**src/rtl/tdpt_pkg.sv**
```systemverilog
package tdpt_pkg;

  // width of the tested number and of the prime count
  localparam int NUMBER_WIDTH = 31;
  localparam int ORD_WIDTH    = 27;

  // trial divisor reaches at most floor(sqrt(n)) + 1
  localparam int DIV_WIDTH = (NUMBER_WIDTH + 1) / 2 + 1;
  // running square of the divisor, (floor(sqrt(n)) + 1)^2 < 2^(NUMBER_WIDTH + 1)
  localparam int SQ_WIDTH  = NUMBER_WIDTH + 2;
  // bit counter of the serial remainder
  localparam int CNT_WIDTH = $clog2(NUMBER_WIDTH);

  typedef enum logic [2:0] {
    ST_IDLE,
    ST_CHECK,
    ST_DIVIDE,
    ST_TEST,
    ST_DONE
  } state_t;

  typedef struct packed {
    logic load;        // take a new candidate, divisor back to two
    logic start_div;   // clear remainder, arm bit counter
    logic step;        // one restoring remainder step
    logic advance;     // next divisor and its square
    logic mark_prime;
    logic mark_comp;
    logic emit;        // move verdict into the result register
  } cmd_t;

  typedef struct packed {
    logic below_two;   // candidate below two
    logic sq_gt;       // divisor squared exceeds candidate
    logic last_bit;    // final remainder step in progress
    logic rem_zero;
    logic res_busy;    // result register held by a stalled receiver
  } stat_t;

endpackage

```
**src/rtl/tdpt_ctrl.sv**
```systemverilog
module tdpt_ctrl (
  input  logic            clk,
  input  logic            rst,
  input  logic            cand_valid,
  output logic            cand_stall,
  input  tdpt_pkg::stat_t stat,
  output tdpt_pkg::cmd_t  cmd
);
  import tdpt_pkg::*;

  state_t state;
  state_t state_next;

  always_ff @(posedge clk) begin
    if (rst) begin
      state <= ST_IDLE;
    end else begin
      state <= state_next;
    end
  end

  always_comb begin
    state_next = state;
    case (state)
      ST_IDLE: begin
        if (cand_valid) begin
          state_next = ST_CHECK;
        end
      end
      ST_CHECK: begin
        if (stat.below_two || stat.sq_gt) begin
          state_next = ST_DONE;
        end else begin
          state_next = ST_DIVIDE;
        end
      end
      ST_DIVIDE: begin
        if (stat.last_bit) begin
          state_next = ST_TEST;
        end
      end
      ST_TEST: begin
        if (stat.rem_zero) begin
          state_next = ST_DONE;
        end else begin
          state_next = ST_CHECK;
        end
      end
      ST_DONE: begin
        if (!stat.res_busy) begin
          state_next = ST_IDLE;
        end
      end
      default: state_next = ST_IDLE;
    endcase
  end

  always_comb begin
    cmd        = '0;
    cand_stall = 1'b1;
    case (state)
      ST_IDLE: begin
        cand_stall = 1'b0;
        cmd.load   = cand_valid;
      end
      ST_CHECK: begin
        if (stat.below_two) begin
          cmd.mark_comp = 1'b1;
        end else if (stat.sq_gt) begin
          cmd.mark_prime = 1'b1;
        end else begin
          cmd.start_div = 1'b1;
        end
      end
      ST_DIVIDE: begin
        cmd.step = 1'b1;
      end
      ST_TEST: begin
        if (stat.rem_zero) begin
          cmd.mark_comp = 1'b1;
        end else begin
          cmd.advance = 1'b1;
        end
      end
      ST_DONE: begin
        cmd.emit = !stat.res_busy;
      end
      default: begin
        cmd = '0;
      end
    endcase
  end

endmodule

```
**src/rtl/tdpt_dp.sv**
```systemverilog
module tdpt_dp (
  input  logic                               clk,
  input  logic                               rst,
  input  tdpt_pkg::cmd_t                     cmd,
  output tdpt_pkg::stat_t                    stat,
  input  logic [tdpt_pkg::NUMBER_WIDTH-1:0]  candidate,
  input  logic [tdpt_pkg::ORD_WIDTH-1:0]     base,
  output logic                               res_valid,
  input  logic                               res_stall,
  output logic                               is_prime,
  output logic [tdpt_pkg::ORD_WIDTH-1:0]     prime_ordinal
);
  import tdpt_pkg::*;

  logic [NUMBER_WIDTH-1:0] num;
  logic [NUMBER_WIDTH-1:0] nsh;
  logic [DIV_WIDTH-1:0]    div;
  logic [SQ_WIDTH-1:0]     sq;
  logic [DIV_WIDTH-1:0]    rem;
  logic [CNT_WIDTH-1:0]    cnt;
  logic                    verdict;
  logic [ORD_WIDTH-1:0]    primes_found;
  logic [ORD_WIDTH-1:0]    primes_found_next;

  logic [DIV_WIDTH:0]      rem_shift;
  logic [DIV_WIDTH:0]      rem_sub;
  logic                    rem_ge;

  // restoring remainder, one candidate bit per step from the top
  assign rem_shift = {rem, nsh[NUMBER_WIDTH-1]};
  assign rem_ge    = rem_shift >= {1'b0, div};
  assign rem_sub   = rem_shift - {1'b0, div};

  assign primes_found_next = primes_found + ORD_WIDTH'(1);

  assign stat.below_two = (num[NUMBER_WIDTH-1:1] == '0);
  assign stat.sq_gt     = sq > SQ_WIDTH'(num);
  assign stat.last_bit  = (cnt == '0);
  assign stat.rem_zero  = (rem == '0);
  assign stat.res_busy  = res_valid && res_stall;

  always_ff @(posedge clk) begin
    if (cmd.load) begin
      num <= candidate;
      div <= DIV_WIDTH'(2);
      sq  <= SQ_WIDTH'(4);
    end
    if (cmd.start_div) begin
      rem <= '0;
      nsh <= num;
      cnt <= CNT_WIDTH'(NUMBER_WIDTH - 1);
    end
    if (cmd.step) begin
      rem <= rem_ge ? rem_sub[DIV_WIDTH-1:0] : rem_shift[DIV_WIDTH-1:0];
      nsh <= {nsh[NUMBER_WIDTH-2:0], 1'b0};
      cnt <= cnt - CNT_WIDTH'(1);
    end
    if (cmd.advance) begin
      // (d + 1)^2 = d^2 + 2d + 1
      div <= div + DIV_WIDTH'(1);
      sq  <= sq + SQ_WIDTH'({div, 1'b1});
    end
    if (cmd.mark_prime) begin
      verdict <= 1'b1;
    end else if (cmd.mark_comp) begin
      verdict <= 1'b0;
    end
    if (cmd.emit) begin
      is_prime      <= verdict;
      prime_ordinal <= verdict ? base + primes_found_next : '0;
    end
  end

  always_ff @(posedge clk) begin
    if (rst) begin
      res_valid    <= 1'b0;
      primes_found <= '0;
    end else begin
      if (cmd.emit) begin
        res_valid <= 1'b1;
        if (verdict) begin
          primes_found <= primes_found_next;
        end
      end else if (!res_stall) begin
        res_valid <= 1'b0;
      end
    end
  end

endmodule

```
**src/rtl/trial_division_prime_test_core.sv**
```systemverilog
// Trial-division primality tester. Each candidate item gets one result item: is_prime,
// and for a prime its ordinal, i.e. base_index plus the number of primes found since
// reset, wrapping at 2^27 (zero for a non-prime). Divisors 2, 3, ... are tried while
// d*d <= candidate; the remainder is formed by a bit-serial restoring unit, one
// candidate bit per cycle, so every divisor tried costs one bound check, 31
// remainder steps and one zero test. The number k of divisors tried is the smallest
// divisor minus one for a composite and floor(sqrt(candidate)) - 1 for a prime, so
// the largest 31-bit primes try the most divisors and candidates below four none.
// One item is in work at a time; the finished result sits in an output register,
// so a stalled receiver only holds the block once the next verdict is ready.
// A base_index write takes effect from the next prime reported and does not clear
// the count.
module trial_division_prime_test_core (
  input  logic                               clk,
  input  logic                               rst,
  // candidate channel
  input  logic                               cand_valid,
  output logic                               cand_stall,
  input  logic [tdpt_pkg::NUMBER_WIDTH-1:0]  candidate,
  // result channel
  output logic                               res_valid,
  input  logic                               res_stall,
  output logic                               is_prime,
  output logic [tdpt_pkg::ORD_WIDTH-1:0]     prime_ordinal,
  // base index write
  input  logic                               cfg_valid,
  output logic                               cfg_ready,
  input  logic [tdpt_pkg::ORD_WIDTH-1:0]     base_index
);
  import tdpt_pkg::*;

  cmd_t                 cmd;
  stat_t                stat;
  logic [ORD_WIDTH-1:0] base;

  // the user must write the register only while idle; the block does not enforce it, and is always ready
  assign cfg_ready = 1'b1;

  always_ff @(posedge clk) begin
    if (rst) begin
      base <= '0;
    end else if (cfg_valid && cfg_ready) begin
      base <= base_index;
    end
  end

  // sequencer: bound check, remainder steps, zero test, result hand-off
  tdpt_ctrl u_ctrl (
    .clk        (clk),
    .rst        (rst),
    .cand_valid (cand_valid),
    .cand_stall (cand_stall),
    .stat       (stat),
    .cmd        (cmd)
  );

  // divisor, running square, serial remainder, prime count and result register
  tdpt_dp u_dp (
    .clk           (clk),
    .rst           (rst),
    .cmd           (cmd),
    .stat          (stat),
    .candidate     (candidate),
    .base          (base),
    .res_valid     (res_valid),
    .res_stall     (res_stall),
    .is_prime      (is_prime),
    .prime_ordinal (prime_ordinal)
  );

endmodule

```
**config.mk**
```make
export PLATFORM = sky130hd
export DESIGN_NAME = trial_division_prime_test_core
export DESIGN_NICKNAME = d
export VERILOG_FILES = /design/src/rtl/tdpt_pkg.sv /design/src/rtl/tdpt_ctrl.sv /design/src/rtl/tdpt_dp.sv /design/src/rtl/trial_division_prime_test_core.sv
export SDC_FILE = /design/constraint.sdc
export NUM_CORES = 1
export LEC_CHECK = 0
export BUFFER_PORTS_ARGS = -buffer_cell sky130_fd_sc_hd__buf_2
export CAP_MARGIN = 20
export CORE_MARGIN = 2
export CORE_UTILIZATION = 40
export CTS_CLUSTER_DIAMETER = 100
export DETAILED_ROUTE_END_ITERATION = 10
export GPL_ROUTABILITY_DRIVEN = 0
export GPL_TIMING_DRIVEN = 1
export PLACE_DENSITY = 0.63
export SLEW_MARGIN = 0
export SYNTH_ARGS = -nofsm -noshare
export SYNTH_HDL_FRONTEND = slang
export SYNTH_SLANG_ARGS = --single-unit
```
**constraint.sdc**
```tcl
create_clock -name clk -period 7 [get_ports clk]
set_input_delay 1.4 -clock clk [delete_from_list [all_inputs] [get_ports clk]]
set_output_delay 1.4 -clock clk [all_outputs]
set_load 0.05 [all_outputs]
```
---- Word-level counts from Yosys, hierarchy flattened ----
Index checks and enable logic that the tools add are counted.
operators by class
  add/subtract/negate cells ............... 6
  multiply operators ...................... 0
  divide/modulo/power cells ............... 0
  magnitude comparators ................... 2
  equal/unequal tests ..................... 8
  shift operators ......................... 0
  muxes and demuxes ....................... 34
  bitwise logic cells ..................... 0
  reduce and logical (&&, ||, !) cells .... 11
operators with widths
  kind                                                                    count
  17-bit 2-to-1 mux                                                       5
  33-bit 2-to-1 mux                                                       2
  31-bit 2-to-1 mux                                                       2
  33-bit by 18-bit adder with 33-bit output                               1
  33-bit by 31-bit > comparator with 1-bit output                         1
  30-bit logical NOT                                                      1
  27-bit by 1-bit adder with 27-bit output (second input constant)        1
  27-bit adder                                                            1
  18-bit by 17-bit >= comparator with 1-bit output                        1
  17-bit by 1-bit adder with 17-bit output (second input constant)        1
  17-bit logical NOT                                                      1
  17-bit subtractor                                                       1
  1-bit 2-to-1 mux                                                        16
  3-bit 2-to-1 mux                                                        5
  3-bit one-hot mux with 5 select lines                                   1
  5-bit 2-to-1 mux                                                        2
  3-bit by 2-bit equality test with 1-bit output (second input constant)  2
  2-bit inequality test (second input constant)                           3
  5-bit logical NOT                                                       1
  5-bit by 1-bit subtractor with 5-bit output (second input constant)     1
  2-bit nonzero test                                                      2
  3-bit by 1-bit equality test with 1-bit output (second input constant)  1
  3-bit equality test (second input constant)                             1
  3-bit logical NOT                                                       1
  7 further kinds                                                         7
storage, ports and cells
  flip-flop bits (word level) ............. 221
  bits in latches ......................... 0
  bits in writable memories ............... 0
  memory bits (read-only) ................. 0
  output and inout bits ................... 31
  logic and storage cells ................. 75
  memories kept ........................... 0

---- Logic depth before layout (Yosys ltp) ----
Gate-level depths: netlist of run 1.
  depth in word-level cells ............... 6
  mapped depth ............................ 15

---- Modules after synthesis ----
A second synthesis of run 1 with hierarchy kept.
second synthesis, totals
  cell total of the unflattened synthesis .. 1,360
  area total of the unflattened synthesis .. 13,391.6 µm²
by module, submodules not included
  module                          times used  cells an instance  area an instance (µm²)  sequential area each (µm²)
  tdpt_dp                         1           1,244              12,182.9                5,435.2
  trial_division_prime_test_core  1           89                 989.7                   540.5
  tdpt_ctrl                       1           27                 219.0                   60.1

---- Worst setup path after synthesis of run 1 ----
No wires, ideal clock.
  path type ............................... input-to-reg
  start point ............................. in cand_valid
  end point ............................... reg u_dp.div[0] (enable)
  setup time .............................. 0.415 ns
  data arrival time ....................... 5.052 ns
  data required time ...................... 6.585 ns
  path slack .............................. 1.533 ns
  stages on the path ...................... 3
  path buffers ............................ 0
  path through ............................ nand2b_1 -> nor3_1 -> nand2b_1
RTL lines
  element               line                                  RTL
  start, declared       trial_division_prime_test_core.sv:17  input logic cand_valid,
  end signal, assigned  tdpt_dp.sv:60                         div <= div + DIV_WIDTH'(1);
  end, declared         tdpt_dp.sv:17                         logic [DIV_WIDTH-1:0] div;

---- Worst setup path in the final report of run 1 ----
  start point ............................. reg u_dp.primes_found[0]
  end point ............................... reg u_dp.prime_ordinal[23] (netlist bit) (data pin)
on the way
  cells in the longest elaborated chain, start to end .. 2
ends and longest elaborated chain
  element                                   line           RTL
  start, declared                           tdpt_dp.sv:22  logic [ORD_WIDTH-1:0] primes_found;
  start signal, assigned                    tdpt_dp.sv:82  primes_found <= primes_found_next;
  27-bit by 1-bit adder with 27-bit output  tdpt_dp.sv:34  assign primes_found_next = primes_found + ORD_WIDTH'(1);
  net u_dp.primes_found_next[16]            tdpt_dp.sv:23  logic [ORD_WIDTH-1:0] primes_found_next;
  27-bit adder                              tdpt_dp.sv:70  prime_ordinal <= verdict ? base + primes_found_next : '0;
  end signal, assigned                      tdpt_dp.sv:70
  end, declared                             tdpt_dp.sv:11  output logic [tdpt_pkg::ORD_WIDTH-1:0] prime_ordinal
The timed path passes the listed nets, and every way through them passes these cells.
A chain may end at the register's enable or synchronous reset.

==> metrics.csv, run 1 <==
metric,value,unit
synthFlopType,edfxtp_1,
fin_ws,2.92,ns
pwr-share-comb,0.173,
drt_pass1_iterations,7,
synth_top_area_cell,edfxtp_1,
clock_latency,0.54,ns
hold_viol_final,0,
synth_nets,1485,
final-setup-viol-count,0,
area.growth.synth_to_final,13.0,%
grt_antenna_before_repair,1,
diodes,0,
cp_slowest_stage_delay,0.69,ns
hold_class,flip-flop to flip-flop,
synth.top_cells.by_area,"edfxtp_1 37%, dfxtp_1 9.1%, ha_1 8.9%",
route.vias.total,10100,
async_flop_share,0,
dpl.hpwl,22600,um
num_rows,66,
seq_power_share,0.455,
cts_made_buffers,27,
slowest_stage,nor3_1,
htree_num_levels,1,
leakage,5.89,nW
path_delay_family,simple AND/OR/NAND/NOR gates,
yosysTopAreaCellShare,0.366,
p_sw,0.994,mW
ios,94,
max-clock-path-buffers,3,
core,0.0325,sq mm
path_class,flip-flop to flip-flop,
endpoint_kind,flip-flop,
dr.first_iter.drc_count,570,
final_antenna_net_count,0,
crit_fanout,8,
die_height,186,um
grt_pass1_wl,49900,um
peakVddDrop,0.000163,V
cap_violations,0,
pwr-share-clk,0.372,
portBuffers,92,
max_slew.worst_pin.slew,1.00,ns
worstSetupStartpointType,flip-flop,
fmax,0.245,GHz
slew_viol_final,0,
yosysUniqueCellTypes,73,
yosys_warnings,0,
synth-seq-cells,221,
wl_per_cell,16.7,um
dieArea,0.0345,sq mm
viasPerCell,5.43,
cts_num_sinks,221,
crit_chain,"ha_1, nand4_1, nor3_1, nand2_1, nor2_1, xor2_1, ha_1, a21oi_1, o211ai_1, a21o_1, a221o_1, o211ai_1, nand3_1, and3b_1",
p_int,2.49,mW
post_cts_buffers,0,
syn_inst,1325,
fillCellCount,3136,
clk_pin_slew,0.06,ns
min_period_over_period,0.582,
crit_buf_inv,0,
cp_data_required_time,7.29,ns
grt_pass1_vias,9816,
finalClockSkew,0.0169,ns
fin_area,0.0149,sq mm
final_common_cell,edfxtp_1,
holdWs,0.470,ns
initial_core_util,0.406,
grt.total_usage,0.180,
cts-resized-gates,0,
postLayoutCoreUtil,0.459,
overflow,0,
avgSynthCellArea,9.97,sq um
grt_max_degree,59,
power.density,234,mW/mm^2
cp.arrival,4.37,ns
dieWidth,186,um
root_buffer,clkbuf_16,
setup-tns-final,0,ns
cts_hold_buf,0,
cts_tree,built,
min_period,4.08,ns
status,"finished, final reports clean",
grt_setup_unrepaired,no,
dp_slack,2.97,ns
nNetsFinal,1570,
layout_common_cells,"161 x edfxtp_1, 142 x nor2_1, 94 x ha_1",
synth-edff-count,161,
relSlewSlack,0.333,
switching_share,0.285,
drive_above_1_share,0.114,
wl,31300,um
ys_seq_area_frac,0.457,
drc,0,
synth_area,0.0132,sq mm
place_area,0.0141,sq mm
-- synth_stat cells (20+ instances only) --
library cell  instances
edfxtp_1            161
nor2_1              142
ha_1                 94
a21oi_1              88
nand2_1              84
inv_1                79
dfxtp_1              60
o21ai_0              59
xnor2_1              58
mux2i_1              41
xor2_1               40
nand3_1              36
clkbuf_1             33
a22o_1               31
nor3_1               27
and2_1               25
nand4_1              25
or3_1                24
a211oi_1             20
-- layout make-up --
cell class              instances  area, sq um  share of cell area
multi-input cells             979         6700               0.449
flip-flops and latches        221         6040               0.404
clock buffers                  33          708              0.0474
well taps                     442          553              0.0371
repair buffers                102          536              0.0359
inverters                      79          297              0.0199
clock inverters                13          100             0.00671
-- path summary, 6_finish.rpt --
kind	start	to	slack, ns	cells past startpoint
setup / recovery	u_dp.primes_found[0]$_SDFFE_PP0P_	u_dp.prime_ordinal[23]$_SDFFCE_PN0P_	2.92	14
hold / removal	u_dp.nsh[0]$_SDFFE_PP0N_	u_dp.nsh[0]$_SDFFE_PP0N_	0.47	2
setup reg to reg	u_dp.primes_found[0]$_SDFFE_PP0P_	u_dp.prime_ordinal[23]$_SDFFCE_PN0P_	2.92	14
hold reg to reg	u_dp.nsh[0]$_SDFFE_PP0N_	u_dp.nsh[0]$_SDFFE_PP0N_	0.47	2
-- worst min-delay path: cells and delay by family, from the launching register on --
| family | cells | cell delay [ns] |
|---|---|---|
| simple gates | 1 | 0.05 |
| mux | 1 | 0.06 |
| flops | 1 | 0.31 |
-- power groups by stage --
stage / registers (mW) / logic [mW] / clock network (mW)
after CTS: 1.59 / 0.605 / 1.33
final: 1.59 / 0.604 / 1.30
after detailed placement: 1.61 / 0.601 / 0
after global routing: 1.60 / 0.680 / 1.37
after floorplan: 1.61 / 0.434 / 0
after global placement: 1.61 / 0.587 / 0
-- flip-flops by register name (all words and copies together), names as in the netlist --
name,count
u_ctrl.state,3
base,27
u_dp.verdict,1
u_dp.nsh,31
u_dp.res_valid,1
u_dp.div,17
u_dp.cnt,5
u_dp.num,31
u_dp.primes_found,27
u_dp.sq,33
u_dp.prime_ordinal,27
u_dp.rem,17
u_dp.is_prime,1
-- per-stage QoR --
stage	cells	power, mW
CTS	1869	3.52
detailed placement	1823	2.21
global route	1869	3.65
finish	1869	3.49
floorplan	1325	2.05
global placement	1823	2.20
-- logic make-up (layout without fill, tap and decap cells) --
kind of cell | Yosys count | count (layout) | share of synthesized area
muxes | 41 | 41 | 0.0311
xor gates and xnor gates | 98 | 98 | 0.0650
other | 1 | 1 | 0.000284
and+or+nand+nor | 445 | 445 | 0.166
adders and majority gates | 97 | 97 | 0.0936
buffers and inverters | 125 | 227 | 0.0375
DFF | 221 | 221 | 0.457
AOI/OAI and AO/OA | 297 | 297 | 0.149
-- routing by layer --
layer | vias up | GRT usage | routed length (um)
met5 | - | 0 | 0
met4 | 0 | 0.0501 | 738
met3 | 47 | 0.0264 | 1390
met2 | 235 | 0.310 | 14800
met1 | 4840 | 0.234 | 14400
li1 | 5021 | - | -
Note: power is estimated with default switching activity, not from simulation.
==> inputs of run 2 (changes only) <==
- ABC_AREA: unset -> 1
- PLACE_DENSITY: 0.63 -> 0.65
- clock period: 7 -> 3.42 ns (I/O delays scaled with it)
==> run 2 against run 1 <==
Synthesized cell count rose by 29%. Total power rose by 130%. First-iteration DRC count rose by 85%. Critical endpoint is now u_dp.prime_ordinal[21]$_SDFFCE_PN0P_. Global-route usage rose by 2.1 points. Die area rose by 4.2%. Combinational power rose to 2.9 times the previous value. Clock-buffer cell count fell by 3. Sequential cell count did not move.
==> metrics.csv, run 2 <==
metric,value,unit
synth_top_area_cell,edfxtp_1,
max_slew.worst_pin.slew,0.995,ns
yosysTopAreaCellShare,0.351,
wl_per_cell,16.0,um
drt_pass1_iterations,6,
route.vias.total,12000,
relSlewSlack,0.336,
cts_made_buffers,25,
nNetsFinal,1964,
fmax,0.307,GHz
slowest_stage,ha_1,
dieArea,0.0359,sq mm
die_height,190,um
hold_class,input port to flip-flop,
peakVddDrop,0.000414,V
pwr-share-clk,0.359,
regArea,0.00604,sq mm
syn_inst,1709,
min_period_over_period,0.954,
yosys_warnings,0,
grt_antenna_before_repair,0,
htree_num_levels,1,
crit_fanout,5,
finalPower,8.04,mW
slew_viol_final,0,
portBuffers,92,
drc,0,
leakage,6.83,nW
yosysUniqueCellTypes,52,
synth_area,0.0138,sq mm
fin_ws,0.158,ns
largest_register,u_dp.sq,
ys_seq_area_frac,0.439,
grt_max_degree,53,
root_buffer,clkbuf_16,
overflow,0,
p_int,5.53,mW
switching_share,0.312,
final_common_cell,nand2_1,
power.density,512,mW/mm^2
avgSynthCellArea,8.05,sq um
cp_data_required_time,3.71,ns
synth_nets,1869,
layout_common_cells,"317 x nand2_1, 209 x nor2_1, 201 x inv_1",
grt.total_usage,0.201,
dpl.hpwl,27600,um
dp_slack,0.174,ns
largest_reg_flops,33,
synth_common_cells,"321 x nand2_1, 213 x nor2_1, 201 x inv_1",
core,0.0337,sq mm
cts_tree,built,
cap_violations,0,
reg_top3,"u_dp.sq (33), u_dp.nsh (31), u_dp.num (31)",
hold_depth,1,
ios,94,
seq_power_share,0.422,
synth-edff-count,161,
grt_pass1_vias,11000,
grt_pass1_wl,58000,um
max-clock-path-buffers,3,
initial_core_util,0.408,
grt_setup_unrepaired,yes,
pwr-share-comb,0.219,
cp_slowest_stage_delay,0.40,ns
p_sw,2.51,mW
post_cts_buffers,0,
multi_input_area,0.00687,sq mm
diodes,0,
clk_pin_slew,0.06,ns
setup-tns-final,0,ns
cp_common_cell,nand2_1,
final-setup-viol-count,0,
synthFlopType,edfxtp_1,
reg2reg_depth,17,
min_period,3.26,ns
dr.first_iter.drc_count,1056,
num_rows,67,
viasPerCell,5.28,
synth.top_cells.by_area,"edfxtp_1 35%, nand2_1 8.8%, dfxtp_1 8.7%",
yosysMostFrequentCell,nand2_1,
wl,36300,um
cts_num_sinks,221,
status,"finished, final reports clean",
clock_latency,0.54,ns
synth-seq-cells,221,
drive_above_1_share,0.109,
fillCellCount,3346,
hold_viol_final,0,
endpoint_kind,flip-flop,
worstSetupStartpointType,flip-flop,
area.growth.synth_to_final,14.1,%
finalClockSkew,0.0114,ns
dieWidth,190,um
cts_hold_buf,0,
cp.arrival,3.55,ns
final_antenna_net_count,0,
path_class,flip-flop to flip-flop,
async_flop_share,0,
crit_chain,"ha_1, nand2_1, nor2_4, nand2_4, nor4_4, nand3_1, xor2_1, inv_1, ha_1, nand2_1, o21ai_0, a21oi_1, a21boi_1, o21ai_1, nand2_1, nand2_1, nor2_1",
## run 2: cell families after synthesis
| logic type | count (synthesis) | synth area share |
|---|---|---|
| compound gates | 396 | 0.153 |
| other cells | 1 | 0.000272 |
| fa+ha+maj | 97 | 0.0898 |
| xor+xnor | 40 | 0.0255 |
| flops | 221 | 0.439 |
| buf+inv | 245 | 0.0702 |
| simple gates | 709 | 0.223 |
## run 2: per-stage QoR
stage	hold WS [ns]	instances	instance area (sq um)	util
5_1_grt	0.306	2270	15700	0.466
4_1_cts	0.300	2270	15600	0.464
6_report	0.326	2270	15700	0.466
3_5_place_dp	0.480	2225	14700	0.437
3_3_place_gp	0.467	2225	14700	0.437
2_1_floorplan	0.406	1709	13800	-
## run 2: per-layer routing
metal / track usage / vias to the layer above / routed length (um) / part of all wire
li1: - / 6023 / - / -
met1: 0.308 / 5541 / 17900 / 0.49
met2: 0.301 / 381 / 15200 / 0.42
met3: 0.0252 / 45 / 2470 / 0.068
met4: 0.0456 / 0 / 686 / 0.019
met5: 0 / - / 0 / 0
## run 2: worst paths after layout
check / from / slack, ns / end
setup / recovery: u_dp.primes_found[0]$_SDFFE_PP0P_ / 0.16 / u_dp.prime_ordinal[21]$_SDFFCE_PN0P_
hold / removal: candidate[2] / 0.33 / u_dp.num[2]$_DFFE_PP_
setup reg to reg: u_dp.primes_found[0]$_SDFFE_PP0P_ / 0.16 / u_dp.prime_ordinal[21]$_SDFFCE_PN0P_
hold reg to reg: base[26]$_SDFFE_PP0P_ / 0.48 / base[26]$_SDFFE_PP0P_
## run 2: repair_timing
item,in CTS,in global routing
resized for setup,0,21
endpoints found under the setup margin,0,10
endpoints found under the hold margin,0,0
## run 2: layout make-up
cell class	count	share of cell area
well taps	448	0.0357
repair buffers	104	0.0366
clock buffers	30	0.0430
flip-flops and latches	221	0.384
inverters	209	0.0499
multi-input cells	1243	0.438
clock inverters	15	0.0131
## run 2: power groups by stage
stage                     sequential (mW)  clock, mW  combinational, mW
after floorplan                      3.44          0               1.20
after global placement               3.44          0               1.69
after detailed placement             3.44          0               1.72
after CTS                            3.39       2.95               1.73
after global routing                 3.42       3.06               1.99
final                                3.39       2.89               1.76
## run 2: worst max-delay path, delay by kind of cell, from the launching register on
family / cells / cell delay (ns)
AOI/OAI and AO/OA: 4 / 0.72
DFF: 1 / 0.37
xor gates and xnor gates: 1 / 0.19
buffers and inverters: 1 / 0.09
adders and majority gates: 2 / 0.59
and+or+nand+nor: 9 / 1.06
